$ cat src/hw/rtl/sahf_pkg.sv
// Shared widths, codes and controller/datapath interface types for the speech activity machine.
`timescale 1ns / 1ps

package sahf_pkg;

  localparam int CFG_W     = 18;
  localparam int RATE_W    = 12;
  localparam int FRAME_W   = 10;
  localparam int LEVEL_W   = 17;
  localparam int RATIO_W   = 17;
  localparam int PHASE_W   = 3;
  localparam int DELTA_W   = FRAME_W + RATE_W;
  localparam int DIV_STEPS = RATIO_W;
  localparam int CNT_W     = $clog2(DIV_STEPS);
  localparam int REG_IDX_W = 3;

  localparam int TIMER_BITS_DEF = 19;
  localparam int TOTAL_BITS_DEF = 24;

  localparam logic [LEVEL_W-1:0] LEVEL_FULL = LEVEL_W'(65536);

  localparam logic [PHASE_W-1:0] PH_IDLE   = 3'd0;
  localparam logic [PHASE_W-1:0] PH_TRANS  = 3'd1;
  localparam logic [PHASE_W-1:0] PH_SPEAK  = 3'd2;
  localparam logic [PHASE_W-1:0] PH_SILENT = 3'd3;
  localparam logic [PHASE_W-1:0] PH_VANISH = 3'd4;

  localparam logic [REG_IDX_W-1:0] REG_MIN_SPEECH    = 3'd0;
  localparam logic [REG_IDX_W-1:0] REG_SPEECH_HOLD   = 3'd1;
  localparam logic [REG_IDX_W-1:0] REG_SILENCE_HOLD  = 3'd2;
  localparam logic [REG_IDX_W-1:0] REG_MAX_SPEECH    = 3'd3;
  localparam logic [REG_IDX_W-1:0] REG_SILENCE_LIMIT = 3'd4;
  localparam logic [REG_IDX_W-1:0] REG_VANISHING     = 3'd5;
  localparam logic [REG_IDX_W-1:0] REG_ATTACK        = 3'd6;
  localparam logic [REG_IDX_W-1:0] REG_RELEASE       = 3'd7;

  localparam logic [CFG_W-1:0]  MIN_SPEECH_RST    = CFG_W'(1000);
  localparam logic [CFG_W-1:0]  SPEECH_HOLD_RST   = CFG_W'(5000);
  localparam logic [CFG_W-1:0]  SILENCE_HOLD_RST  = CFG_W'(5000);
  localparam logic [CFG_W-1:0]  MAX_SPEECH_RST    = CFG_W'(60000);
  localparam logic [CFG_W-1:0]  SILENCE_LIMIT_RST = CFG_W'(20000);
  localparam logic [CFG_W-1:0]  VANISHING_RST     = CFG_W'(20000);
  localparam logic [RATE_W-1:0] ATTACK_RST        = RATE_W'(131);
  localparam logic [RATE_W-1:0] RELEASE_RST       = RATE_W'(131);

  typedef struct packed {
    logic [CFG_W-1:0]  min_speech_ms;
    logic [CFG_W-1:0]  speech_hold_ms;
    logic [CFG_W-1:0]  silence_hold_ms;
    logic [CFG_W-1:0]  max_speech_ms;
    logic [CFG_W-1:0]  silence_limit_ms;
    logic [CFG_W-1:0]  vanishing_ms;
    logic [RATE_W-1:0] attack_rate;
    logic [RATE_W-1:0] release_rate;
  } cfg_t;

  typedef struct packed {
    logic load;
    logic time_step;
    logic div_first;
    logic div_step;
    logic apply;
  } dp_cmd_t;

  typedef struct packed {
    logic out_busy;
  } dp_stat_t;

endpackage

$ cat src/hw/rtl/sahf_ctrl.sv
// Sequencing controller: accept, timer step, serial ratio divide, state update.
`timescale 1ns / 1ps

module sahf_ctrl import sahf_pkg::*; (
  input  logic     clk,
  input  logic     rst,
  input  logic     in_valid,
  output logic     in_ready,
  output dp_cmd_t  cmd,
  input  dp_stat_t stat
);

  localparam logic [1:0] S_IDLE  = 2'd0;
  localparam logic [1:0] S_TIME  = 2'd1;
  localparam logic [1:0] S_DIV   = 2'd2;
  localparam logic [1:0] S_APPLY = 2'd3;

  logic [1:0]       state;
  logic [1:0]       state_next;
  logic [CNT_W-1:0] cnt;
  logic [CNT_W-1:0] cnt_next;

  always_comb begin
    in_ready      = (state == S_IDLE);
    cmd.load      = in_ready && in_valid;
    cmd.time_step = (state == S_TIME);
    cmd.div_step  = (state == S_DIV);
    cmd.div_first = (state == S_DIV) && (cnt == '0);
    cmd.apply     = (state == S_APPLY) && !stat.out_busy;
  end

  always_comb begin
    state_next = state;
    cnt_next   = cnt;
    case (state)
      S_IDLE: begin
        if (cmd.load) state_next = S_TIME;
      end
      S_TIME: begin
        cnt_next   = '0;
        state_next = S_DIV;
      end
      S_DIV: begin
        if (cnt == CNT_W'(DIV_STEPS - 1)) begin
          state_next = S_APPLY;
        end else begin
          cnt_next = cnt + 1'b1;
        end
      end
      S_APPLY: begin
        if (cmd.apply) state_next = S_IDLE;
      end
      default: begin
        state_next = S_IDLE;
      end
    endcase
  end

  always_ff @(posedge clk) begin
    if (rst) begin
      state <= S_IDLE;
      cnt   <= '0;
    end else begin
      state <= state_next;
      cnt   <= cnt_next;
    end
  end

endmodule

$ cat src/hw/rtl/sahf_dp.sv
// Datapath: session state, timers, totals, level arithmetic, ratio divider, result register.
`timescale 1ns / 1ps

module sahf_dp import sahf_pkg::*; #(
  parameter int TIMER_BITS = TIMER_BITS_DEF,
  parameter int TOTAL_BITS = TOTAL_BITS_DEF
) (
  input  logic               clk,
  input  logic               rst,
  input  dp_cmd_t            cmd,
  output dp_stat_t           stat,
  input  cfg_t               cfg,
  input  logic               voice,
  input  logic               decision_changed,
  input  logic [FRAME_W-1:0] frame_ms,
  input  logic               out_ready,
  output logic               out_valid,
  output logic [PHASE_W-1:0] session_state,
  output logic [LEVEL_W-1:0] smooth_level,
  output logic [RATIO_W-1:0] speaking_ratio,
  output logic               state_entered
);

  localparam int CMP_W = (TIMER_BITS > CFG_W) ? TIMER_BITS : CFG_W;
  localparam int SUM_W = DELTA_W + 1;
  localparam int DEN_W = TOTAL_BITS + 1;
  localparam int REM_W = TOTAL_BITS + 2;

  logic                  voiced_q;
  logic                  changed_q;
  logic [FRAME_W-1:0]    dt_q;
  logic [PHASE_W-1:0]    phase;
  logic [LEVEL_W-1:0]    level;
  logic [TIMER_BITS-1:0] sdc;
  logic [TIMER_BITS-1:0] ssc;
  logic [TIMER_BITS-1:0] sls;
  logic [TOTAL_BITS-1:0] sp_total;
  logic [TOTAL_BITS-1:0] sil_total;
  logic [DELTA_W-1:0]    delta;
  logic [REM_W-1:0]      div_rem;
  logic [DEN_W-1:0]      div_den;
  logic [RATIO_W-1:0]    quot;

  function automatic logic [TIMER_BITS-1:0] tmr_add(input logic [TIMER_BITS-1:0] a,
                                                    input logic [FRAME_W-1:0] b);
    logic [TIMER_BITS:0] s;
    s = {1'b0, a} + (TIMER_BITS + 1)'(b);
    return s[TIMER_BITS] ? '1 : s[TIMER_BITS-1:0];
  endfunction

  function automatic logic [TOTAL_BITS-1:0] tot_add(input logic [TOTAL_BITS-1:0] a,
                                                    input logic [FRAME_W-1:0] b);
    logic [TOTAL_BITS:0] s;
    s = {1'b0, a} + (TOTAL_BITS + 1)'(b);
    return s[TOTAL_BITS] ? '1 : s[TOTAL_BITS-1:0];
  endfunction

  function automatic logic gt(input logic [TIMER_BITS-1:0] t, input logic [CFG_W-1:0] c);
    return CMP_W'(t) > CMP_W'(c);
  endfunction

  // divider step
  logic [REM_W-1:0] r_sh;
  logic             r_ge;
  always_comb begin
    r_sh = cmd.div_first ? div_rem : {div_rem[REM_W-2:0], 1'b0};
    r_ge = (r_sh >= REM_W'(div_den));
  end

  // level move by the registered delta
  logic [SUM_W-1:0]   up_sum;
  logic [LEVEL_W-1:0] up_lvl;
  logic [LEVEL_W-1:0] dn_lvl;
  logic [LEVEL_W-1:0] moved;
  always_comb begin
    up_sum = SUM_W'(level) + SUM_W'(delta);
    up_lvl = (up_sum > SUM_W'(LEVEL_FULL)) ? LEVEL_FULL : up_sum[LEVEL_W-1:0];
    dn_lvl = (SUM_W'(delta) > SUM_W'(level)) ? '0 : (level - delta[LEVEL_W-1:0]);
    moved  = voiced_q ? up_lvl : dn_lvl;
  end

  logic [PHASE_W-1:0]    phase_next;
  logic [LEVEL_W-1:0]    level_next;
  logic [TIMER_BITS-1:0] ssc_next;
  logic [TIMER_BITS-1:0] sls_next;
  logic [TOTAL_BITS-1:0] sp_next;
  logic [TOTAL_BITS-1:0] sil_next;
  logic                  entered;

  always_comb begin
    phase_next = phase;
    level_next = level;
    ssc_next   = ssc;
    sls_next   = sls;
    sp_next    = sp_total;
    sil_next   = sil_total;
    entered    = 1'b0;
    case (phase)
      PH_IDLE: begin
        sls_next = '0;
        sp_next  = '0;
        sil_next = '0;
        if (voiced_q && gt(sdc, cfg.min_speech_ms)) begin
          phase_next = PH_TRANS;
          entered    = 1'b1;
        end
      end
      PH_TRANS: begin
        level_next = moved;
        if (moved == LEVEL_FULL) begin
          phase_next = PH_SPEAK;
          entered    = 1'b1;
        end
        if (moved == '0) begin
          phase_next = PH_SILENT;
          entered    = 1'b1;
        end
      end
      PH_SPEAK: begin
        sp_next = tot_add(sp_total, dt_q);
        if (gt(ssc, cfg.speech_hold_ms)) level_next = moved;
        if (gt(sls, cfg.max_speech_ms)) begin
          phase_next = PH_VANISH;
          entered    = 1'b1;
        end
        if (level_next < LEVEL_FULL) begin
          phase_next = PH_TRANS;
          entered    = 1'b1;
        end
      end
      PH_SILENT: begin
        sil_next = tot_add(sil_total, dt_q);
        if (gt(ssc, cfg.silence_hold_ms)) level_next = moved;
        if (gt(ssc, cfg.silence_limit_ms)) begin
          phase_next = PH_VANISH;
          entered    = 1'b1;
        end
        if (level_next != '0) begin
          phase_next = PH_TRANS;
          entered    = 1'b1;
        end
      end
      default: begin
        if (gt(ssc, cfg.vanishing_ms)) begin
          phase_next = PH_IDLE;
          entered    = 1'b1;
        end
      end
    endcase
    if (entered) ssc_next = '0;
  end

  always_ff @(posedge clk) begin
    if (cmd.load) begin
      voiced_q  <= voice;
      changed_q <= decision_changed;
      dt_q      <= frame_ms;
    end
    if (cmd.time_step) begin
      delta   <= DELTA_W'(dt_q) * DELTA_W'(voiced_q ? cfg.attack_rate : cfg.release_rate);
      div_rem <= REM_W'(sp_total);
      div_den <= DEN_W'(sp_total) + DEN_W'(sil_total);
      quot    <= '0;
    end
    if (cmd.div_step) begin
      div_rem <= r_ge ? (r_sh - REM_W'(div_den)) : r_sh;
      quot    <= {quot[RATIO_W-2:0], r_ge};
    end
    if (cmd.apply) begin
      session_state  <= phase_next;
      smooth_level   <= level_next;
      speaking_ratio <= (div_den == '0) ? '0 : quot;
      state_entered  <= entered;
    end
  end

  always_ff @(posedge clk) begin
    if (rst) begin
      phase     <= PH_IDLE;
      level     <= '0;
      sdc       <= '0;
      ssc       <= '0;
      sls       <= '0;
      sp_total  <= '0;
      sil_total <= '0;
      out_valid <= 1'b0;
    end else begin
      if (cmd.time_step) begin
        sdc <= changed_q ? '0 : tmr_add(sdc, dt_q);
        ssc <= tmr_add(ssc, dt_q);
        sls <= tmr_add(sls, dt_q);
      end
      if (cmd.apply) begin
        phase     <= phase_next;
        level     <= level_next;
        ssc       <= ssc_next;
        sls       <= sls_next;
        sp_total  <= sp_next;
        sil_total <= sil_next;
        out_valid <= 1'b1;
      end else if (out_valid && out_ready) begin
        out_valid <= 1'b0;
      end
    end
  end

  assign stat.out_busy = out_valid && !out_ready;

endmodule

$ cat src/hw/rtl/speech_activity_hangover_fsm.sv
// Top level of the speech activity session machine: stream ports, register port, core.
//
// channel  | direction | handshake                     | payload
// s_axis   | in        | s_axis_tvalid / s_axis_tready | voice, decision_changed, frame_ms
// m_axis   | out       | m_axis_tvalid / m_axis_tready | state, level, ratio, entered flag
// apb      | in        | psel, penable, pwrite, pready | eight registers at 4*i
//
// An item passes through accept, timer step, 17 steps of the restoring
// ratio divider, and state update, in that order.
// Reset (rst, synchronous) returns to idle with zero level, timers and totals.
// A waiting result holds the update step; the next item is taken once the
// result register has been written.
`timescale 1ns / 1ps

module speech_activity_hangover_fsm import sahf_pkg::*; #(
  parameter int TIMER_BITS = TIMER_BITS_DEF,
  parameter int TOTAL_BITS = TOTAL_BITS_DEF
) (
  input  logic        clk,
  input  logic        rst,
  input  logic        s_axis_tvalid,
  output logic        s_axis_tready,
  // [0] voice, [1] decision_changed, [11:2] frame_ms
  input  logic [15:0] s_axis_tdata,
  output logic        m_axis_tvalid,
  input  logic        m_axis_tready,
  // [2:0] session_state, [19:3] smooth_level, [36:20] speaking_ratio, [37] state_entered
  output logic [39:0] m_axis_tdata,
  input  logic        psel,
  input  logic        penable,
  input  logic        pwrite,
  input  logic [4:0]  paddr,
  input  logic [31:0] pwdata,
  output logic [31:0] prdata,
  output logic        pready
);

  cfg_t               cfg;
  dp_cmd_t            cmd;
  dp_stat_t           stat;
  logic [PHASE_W-1:0] session_state;
  logic [LEVEL_W-1:0] smooth_level;
  logic [RATIO_W-1:0] speaking_ratio;
  logic               state_entered;
  logic [REG_IDX_W-1:0] reg_idx;

  assign pready  = 1'b1;
  assign reg_idx = paddr[4:2];

  always_ff @(posedge clk) begin
    if (rst) begin
      cfg.min_speech_ms    <= MIN_SPEECH_RST;
      cfg.speech_hold_ms   <= SPEECH_HOLD_RST;
      cfg.silence_hold_ms  <= SILENCE_HOLD_RST;
      cfg.max_speech_ms    <= MAX_SPEECH_RST;
      cfg.silence_limit_ms <= SILENCE_LIMIT_RST;
      cfg.vanishing_ms     <= VANISHING_RST;
      cfg.attack_rate      <= ATTACK_RST;
      cfg.release_rate     <= RELEASE_RST;
    end else if (psel && penable && pwrite && pready) begin
      case (reg_idx)
        REG_MIN_SPEECH:    cfg.min_speech_ms    <= pwdata[CFG_W-1:0];
        REG_SPEECH_HOLD:   cfg.speech_hold_ms   <= pwdata[CFG_W-1:0];
        REG_SILENCE_HOLD:  cfg.silence_hold_ms  <= pwdata[CFG_W-1:0];
        REG_MAX_SPEECH:    cfg.max_speech_ms    <= pwdata[CFG_W-1:0];
        REG_SILENCE_LIMIT: cfg.silence_limit_ms <= pwdata[CFG_W-1:0];
        REG_VANISHING:     cfg.vanishing_ms     <= pwdata[CFG_W-1:0];
        REG_ATTACK:        cfg.attack_rate      <= pwdata[RATE_W-1:0];
        REG_RELEASE:       cfg.release_rate     <= pwdata[RATE_W-1:0];
        default: begin
        end
      endcase
    end
  end

  always_comb begin
    case (reg_idx)
      REG_MIN_SPEECH:    prdata = 32'(cfg.min_speech_ms);
      REG_SPEECH_HOLD:   prdata = 32'(cfg.speech_hold_ms);
      REG_SILENCE_HOLD:  prdata = 32'(cfg.silence_hold_ms);
      REG_MAX_SPEECH:    prdata = 32'(cfg.max_speech_ms);
      REG_SILENCE_LIMIT: prdata = 32'(cfg.silence_limit_ms);
      REG_VANISHING:     prdata = 32'(cfg.vanishing_ms);
      REG_ATTACK:        prdata = 32'(cfg.attack_rate);
      REG_RELEASE:       prdata = 32'(cfg.release_rate);
      default:           prdata = '0;
    endcase
  end

  sahf_ctrl u_ctrl (
    .clk      (clk),
    .rst      (rst),
    .in_valid (s_axis_tvalid),
    .in_ready (s_axis_tready),
    .cmd      (cmd),
    .stat     (stat)
  );

  sahf_dp #(
    .TIMER_BITS (TIMER_BITS),
    .TOTAL_BITS (TOTAL_BITS)
  ) u_dp (
    .clk              (clk),
    .rst              (rst),
    .cmd              (cmd),
    .stat             (stat),
    .cfg              (cfg),
    .voice            (s_axis_tdata[0]),
    .decision_changed (s_axis_tdata[1]),
    .frame_ms         (s_axis_tdata[11:2]),
    .out_ready        (m_axis_tready),
    .out_valid        (m_axis_tvalid),
    .session_state    (session_state),
    .smooth_level     (smooth_level),
    .speaking_ratio   (speaking_ratio),
    .state_entered    (state_entered)
  );

  assign m_axis_tdata = {2'b00, state_entered, speaking_ratio, smooth_level, session_state};

`ifndef SYNTHESIS
  a_busy_after_accept: assert property (@(posedge clk) disable iff (rst)
    s_axis_tvalid && s_axis_tready |=> !s_axis_tready)
    else $error("input taken while an item is in progress");

  a_level_range: assert property (@(posedge clk) disable iff (rst)
    m_axis_tvalid |-> m_axis_tdata[19:3] <= LEVEL_FULL)
    else $error("smooth level above full scale");

  a_ratio_range: assert property (@(posedge clk) disable iff (rst)
    m_axis_tvalid |-> m_axis_tdata[36:20] <= LEVEL_FULL)
    else $error("speaking ratio above one");
`endif

endmodule
$ cat config.mk
export PLATFORM = sky130hd
export DESIGN_NAME = speech_activity_hangover_fsm
export DESIGN_NICKNAME = d
export VERILOG_FILES = /design/src/hw/rtl/sahf_pkg.sv /design/src/hw/rtl/sahf_ctrl.sv /design/src/hw/rtl/sahf_dp.sv /design/src/hw/rtl/speech_activity_hangover_fsm.sv
export SDC_FILE = /design/constraint.sdc
export NUM_CORES = 2
export LEC_CHECK = 0
export BUFFER_PORTS_ARGS = -buffer_cell sky130_fd_sc_hd__clkbuf_2
export CELL_PAD_IN_SITES_DETAIL_PLACEMENT = 1
export CELL_PAD_IN_SITES_GLOBAL_PLACEMENT = 1
export CORE_MARGIN = 3
export CORE_UTILIZATION = 45
export DETAILED_ROUTE_END_ITERATION = 6
export PLACE_DENSITY = 0.87
export SLEW_MARGIN = 20
export SYNTH_ARGS = -nofsm -noshare
export SYNTH_HDL_FRONTEND = slang
export SYNTH_HIERARCHICAL = 1
export SYNTH_SLANG_ARGS = --single-unit
$ cat constraint.sdc
create_clock -name clk -period 7.78 [get_ports clk]
set_input_delay 1.167 -clock clk [delete_from_list [all_inputs] [get_ports clk]]
set_output_delay 1.167 -clock clk [all_outputs]
set_load 0.03 [all_outputs]
# --- Word-level counts from Yosys, hierarchy flattened ---
# Cells that the tools add are included.
classes:
  addsub: 10
  multipliers: 1
  div: 0
  order_cmp: 10
  n_eq_ne: 21
  n_shift: 0
  muxes: 56
  bitwise: 0
  n_reduce_logical: 36
op_table:
  columns: ["operator", "count"]
  rows:
  - ["32-bit case mux with 8 select lines", 1]
  - ["19-bit 2-to-1 mux", 10]
  - ["17-bit 2-to-1 mux", 9]
  - ["19-bit by 18-bit greater-than comparator with 1-bit output", 6]
  - ["26-bit 2-to-1 mux", 4]
  - ["24-bit case mux with 2 select lines", 2]
  - ["19-bit by 10-bit adder with 20-bit output", 3]
  - ["17-bit case mux with 3 select lines", 1]
  - ["24-bit by 10-bit adder with 25-bit output", 2]
  - ["24-bit 2-to-1 mux", 2]
  - ["26-bit by 25-bit greater-or-equal comparator with 1-bit output", 1]
  - ["2-bit AND reduction", 13]
  - ["26-bit by 25-bit subtractor with 26-bit output", 1]
  - ["24-bit by 24-bit adder with 25-bit output", 1]
  - ["25-bit zero test", 1]
  - ["3-bit 2-to-1 mux", 8]
  - ["17-bit by 22-bit adder with 23-bit output", 1]
  - ["23-bit by 17-bit greater-than comparator with 1-bit output (second input constant)", 1]
  - ["22-bit by 17-bit greater-than comparator with 1-bit output", 1]
  - ["10-bit by 22-bit multiplier with 22-bit output", 1]
  - ["17-bit equality test (second input constant)", 1]
  - ["17-bit zero test", 1]
  - ["17-bit less-than comparator (second input constant)", 1]
  - ["17-bit nonzero test", 1]
  - ["other kinds (25)", 61]
word_totals:
  ff_bits: 405
  latchBits: 0
  mem_bits_rw: 0
  romBits: 0
  in_bits: 60
  output_inout_bits: 75
  elab_cells: 163
  memories: 0

# --- Logic depth before layout (Yosys ltp) ---
depth:
  depth_word: 11
  mapped_depth: 24
  mapped_depth_nobuf: 23

# --- By module ---
# The synthesis kept the hierarchy.
modules_own_cells:
  columns: ["mod", "instances", "cells_each", "area_per_inst_um2", "seq_area_each_um2"]
  rows:
  - ["sahf_dp", 1, 3066, 26040.0, 6726.5]
  - ["speech_activity_hangover_fsm", 1, 775, 6082.1, 2642.5]
  - ["sahf_ctrl", 1, 52, 490.5, 140.1]

# --- Worst setup path after synthesis ---
# No wires, ideal clock.
synth_timing:
  path_type: "reg2reg"
  startpoint: "register u_dp.voiced_q"
  endpoint: "register u_dp.delta[20], data pin"
  arrival_time_ns: 5.697
  required_time_ns: 7.509
  slack_ns: 1.812
  path_stages_with_launch: 25
  n_path_buf: 2
  period_less_slack_ns: 5.968
  path_cell_list: "edfxtp_1 -> clkbuf_1 -> buf_1 -> mux2_2 -> nand2_1 -> fa_1 -> fa_1 -> inv_1 -> ha_1 -> inv_1 -> fa_1 -> inv_1 -> fa_1 -> ha_1 -> inv_1 -> o21bai_1 -> a21oi_1 -> o21bai_1 -> a21o_1 -> a211o_1 -> o211ai_1 -> a211oi_1 -> a41oi_1 -> a221oi_1 -> xor2_1"
synth_via:
  elab_chain_len: 2
synth_rtl:
  columns: ["element", "line", "text"]
  rows:
  - ["start, declared", "sahf_dp.sv:29", "logic voiced_q;"]
  - ["start signal, assigned", "sahf_dp.sv:155", "voiced_q <= voice;"]
  - ["12-bit 2-to-1 mux", "sahf_dp.sv:160", "delta <= DELTA_W'(dt_q) * DELTA_W'(voiced_q ? cfg.attack_rate : cfg.release_rate);"]
  - ["10-bit by 22-bit multiplier with 22-bit output", "sahf_dp.sv:160", null]
  - ["end signal, assigned", "sahf_dp.sv:160", null]
  - ["end, declared", "sahf_dp.sv:39", "logic [DELTA_W-1:0] delta;"]
# Every way passes these cells.
# A chain may end at the register's enable or synchronous reset.

# --- Worst setup path after layout ---
# Same ends and word-level chain as after synthesis.

==> summary.md <==
| Metric | Value |
|---|---|
| Status | completed |
| Crit path DAT | 6.87 ns |
| Total GRT Usage | 0.287 |
| Post-route ant nets | 0 |
| Final Cycle Share | 0.840 |
| Inserted Clock Buffers | 48 |
| Synthesized area | 0.0326 sq mm |
| Largest area contributor in the netlist | dfxtp_1 |
| Synth cell types | 114 |
| Critical-path cell list | buf_4, mux2_2, nand2_1, fa_1, inv_1, ha_1, ha_1, inv_1, fa_1, fa_1, inv_1, ha_1, a21oi_1, o21bai_1, a21oi_1, o21bai_1, a21o_1, a211o_1, o211ai_1, a211oi_1, a41oi_1, a221oi_1, xor2_1 |
| GRT overflow | 0 |
| Switching share of power | 0.419 |
| Root buffer cell | clkbuf_16 |
| Type of origin of the critical path | flip-flop |
| Wirelength, routed | 111 mm |
| Final Setup Violations | 0 |
| Clock skew | 0.0366 ns |
| Vias | 30,000 |
| Worst setup startpoint | u_dp/voiced_q |
| Area share of the largest cell type after synthesis | 0.163 |
| Worst hold start | cfg[41] |
| Reg power frac | 0.303 |
| Vias in the first global route | 30,900 |
| Cells after DPL | 4,787 |
| Post-cts resize count | 0 |
| # clock sinks | 405 |
| Die Wd | 275 um |
| Internal power | 5.89 mW |
| WHS Endpoint | cfg[41] |
| Critical Path Slowest Stage Cell | fa_1 |
| Reg2Reg Capture Point | u_dp/delta[20] |
| Part of the power in combinational logic | 0.460 |
| Fmax | 153 MHz |
| Final TNS setup | 0 ns |
| H-tree Lvls | 2 |
| Hold_ws | 0.473 ns |
| Final Hold Viols | 0 |
| Reg2reg path depth | 23 |
| Number of cell rows | 98 |
| Relative slew slack | 0.200 |
| Reg clk slew, reported paths | 0.06 ns |
| Layout cells sized above 1 | 0.0856 |
| CTS tree | done |
| Largest net degree at the start of global routing | 78 |
| Worst Hold Depth | 2 |
| Required time worst endpoint | 8.11 ns |
| RSZ-0062 raised after global routing | false |
| Initial core utilization | 0.455 |
| Reg2Reg Launch Point | u_dp/voiced_q |
| First-pass GRT wire length | 173 mm |
| Largest cells by area after synthesis | dfxtp_1 16%, edfxtp_1 13%, ha_1 12% |
| VDD IR max | 0.234 mV |
| Critical path class | flip-flop to flip-flop |
| Post-synthesis async set-or-reset flop share | 0 |
| Area grow syn2layout | 8.34% |
| Register bit count reported by yosys | 405 |
| EDFF count, synth | 140 |
| Post-layout nets | 4,355 |
| Setup Fix Bufs, Post-CTS | 0 |
| DRC violations left | 0 |
| Initial DRC Count | 2,457 |
| Ys flop type | dfxtp_1 |
| Max-cap violation count | 0 |
| Slew Viols, Final | 0 |
| GP Congestion | 0.954 |
| PnR Total Power | 10.1 mW |
| Slew at the pin closest to its max-slew limit | 1.19 ns |
| WL/cell | 22.7 um |
| Mapped Cells | 3,893 |
| Clock Power Share | 0.237 |
| Switch Pwr | 4.25 mW |
| HPWL after DPL | 82.1 mm |
| Vias/cell | 6.14 |
| CORE AREA | 0.0716 sq mm |
| Die footprint | 0.0757 sq mm |
| Seq/Total Area, Yosys | 0.292 |
| IO Pins | 135 |
| Initial antenna violation count | 2 |
| Clock latency on the worst-skew pair | 0.62 ns |
| Die height | 275 um |
| Worst hold path type | flip-flop to flip-flop |
| Clock Path Buffers | 3 |
| Drt pass-1 iters | 5 |
| Largest stage delay on the critical path | 0.59 ns |
| R2R setup slack | 1.24 ns |
| Leak | 15.0 nW |
| Worst Path Max Fanout | 14 |
| Hold_buf cts | 0 |
| Non-Filler Instances | 4,878 |
| Crit path time final | 6.54 ns |
| IO Port Bufs | 97 |
| Yosys warnings | 6 |
| Syn Area/Cell | 8.38 sq um |
| Final core utilization | 0.493 |
| Power Dens Cells | 287 mW/mm^2 |
| FILL cells | 8,610 |
| Crit end category | flip-flop |
## sequential cells by signal (all words and copies together), names as in the netlist, 19 cells and up
signal	cells
u_dp/sil_total	24
u_dp/delta	22
u_dp/div_rem	26
u_dp/sls	19
u_dp/ssc	19
u_dp/div_den	25
u_dp/sp_total	24
u_dp/sdc	19
cfg	132
## area by class of cell
| class | count | area (sq um) | area share |
|---|---|---|---|
| multi-input cells | 2921 | 20800 | 0.589 |
| flip-flops and latches | 405 | 9510 | 0.269 |
| inverters | 383 | 1440 | 0.0407 |
| clock buffers | 62 | 1310 | 0.0369 |
| well taps | 950 | 1190 | 0.0336 |
| repair buffers | 128 | 724 | 0.0205 |
| clock inverters | 28 | 350 | 0.00992 |
| diodes | 1 | 2.50 | 0.0000708 |
## kinds of logic after synthesis
kind of cell	Yosys count	synth area share
AND/OR/NAND/NOR	1277	0.191
AO/OA/AOI/OAI	1034	0.212
buffers and inverters	582	0.0740
adder cells (fa/ha/maj)	408	0.177
flip-flops	405	0.292
XOR/XNOR	97	0.0261
multiplexers	88	0.0289
other	2	0.000230
## cells in the final DEF (no fill, tap or decap), drive strengths merged, types with 74 or more instances in the layout
cell type  count
nor3          80
clkbuf       158
o21ai        241
dfxtp        265
nor2b         74
edfxtp       140
nor2         260
inv          382
nand2        474
ha           321
fa            87
xnor2         85
a21oi        302
## through the flow
| step | worst slack [ns] | cell area (sq um) |
|---|---|---|
| 2_1_floorplan | 1.81 | 32700 |
| 3_3_place_gp | 1.51 | 33600 |
| 3_5_place_dp | 1.31 | 33600 |
| 4_1_cts | 1.22 | 35300 |
| 5_1_grt | 0.946 | 35300 |
| 6_report | 1.24 | 35300 |
## metal layers
metal,wire (um),track usage,vias up
li1,-,-,13800
met5,0,0,-
met4,4040,0.111,0
met1,47000,0.372,14900
met2,52700,0.482,1048
met3,6900,0.0411,243
## cells in the mapped netlist (11+ instances only)
library cell / count
nand3_1: 72
fa_1: 87
xor2_1: 12
and3_1: 31
inv_1: 377
mux2_2: 40
o31ai_1: 23
a221oi_1: 32
or2_2: 12
a2111oi_0: 12
buf_2: 39
mux2i_1: 47
o211ai_1: 21
nand2b_1: 23
buf_4: 24
nand4_1: 44
edfxtp_1: 140
a221o_1: 11
a41oi_1: 15
ha_1: 321
and2_1: 72
o21ai_0: 234
dfxtp_1: 265
nand3b_1: 41
nor2b_1: 74
or3_1: 26
o21a_1: 33
nand2_1: 474
a211oi_1: 37
a21boi_0: 21
o21bai_1: 11
nor2_1: 255
xnor2_1: 85
a21oi_1: 300
nor4_1: 20
o2bb2ai_1: 18
a31oi_1: 28
o41ai_1: 11
a21o_1: 62
nor3_1: 77
clkbuf_1: 116
## how the worst max path moves through the flow
stage / depth (start not counted) / endpoint / slack [ns]
floorplan: 24 / u_dp/delta[20] / 1.81
global placement: 23 / u_dp/delta[20] / 1.51
detailed placement: 23 / u_dp/delta[20] / 1.31
CTS: 23 / u_dp/delta[20] / 1.22
global route: 23 / u_dp/delta[20] / 0.95
finish: 23 / u_dp/delta[20] / 1.24
## critical path: cells and delay by family, from the launching register on
kind                       cells  cell delay [ns]
AOI/OAI and AO/OA             10             1.93
xor gates and xnor gates       1             0.16
adders and majority gates      6             2.60
buffers and inverters          4             0.51
DFF                            1             0.57
muxes                          1             0.37
and+or+nand+nor                1             0.14
## power groups by stage
stage               registers (mW)  clock network, mW  logic [mW]
floorplan                     2.91                  0        3.45
CTS                           3.06               2.45        4.61
global placement              3.08                  0        4.35
global route                  3.10               2.54        5.17
detailed placement            3.10                  0        4.56
finish                        3.07               2.41        4.66
Power figures use the tool's default switching activity.
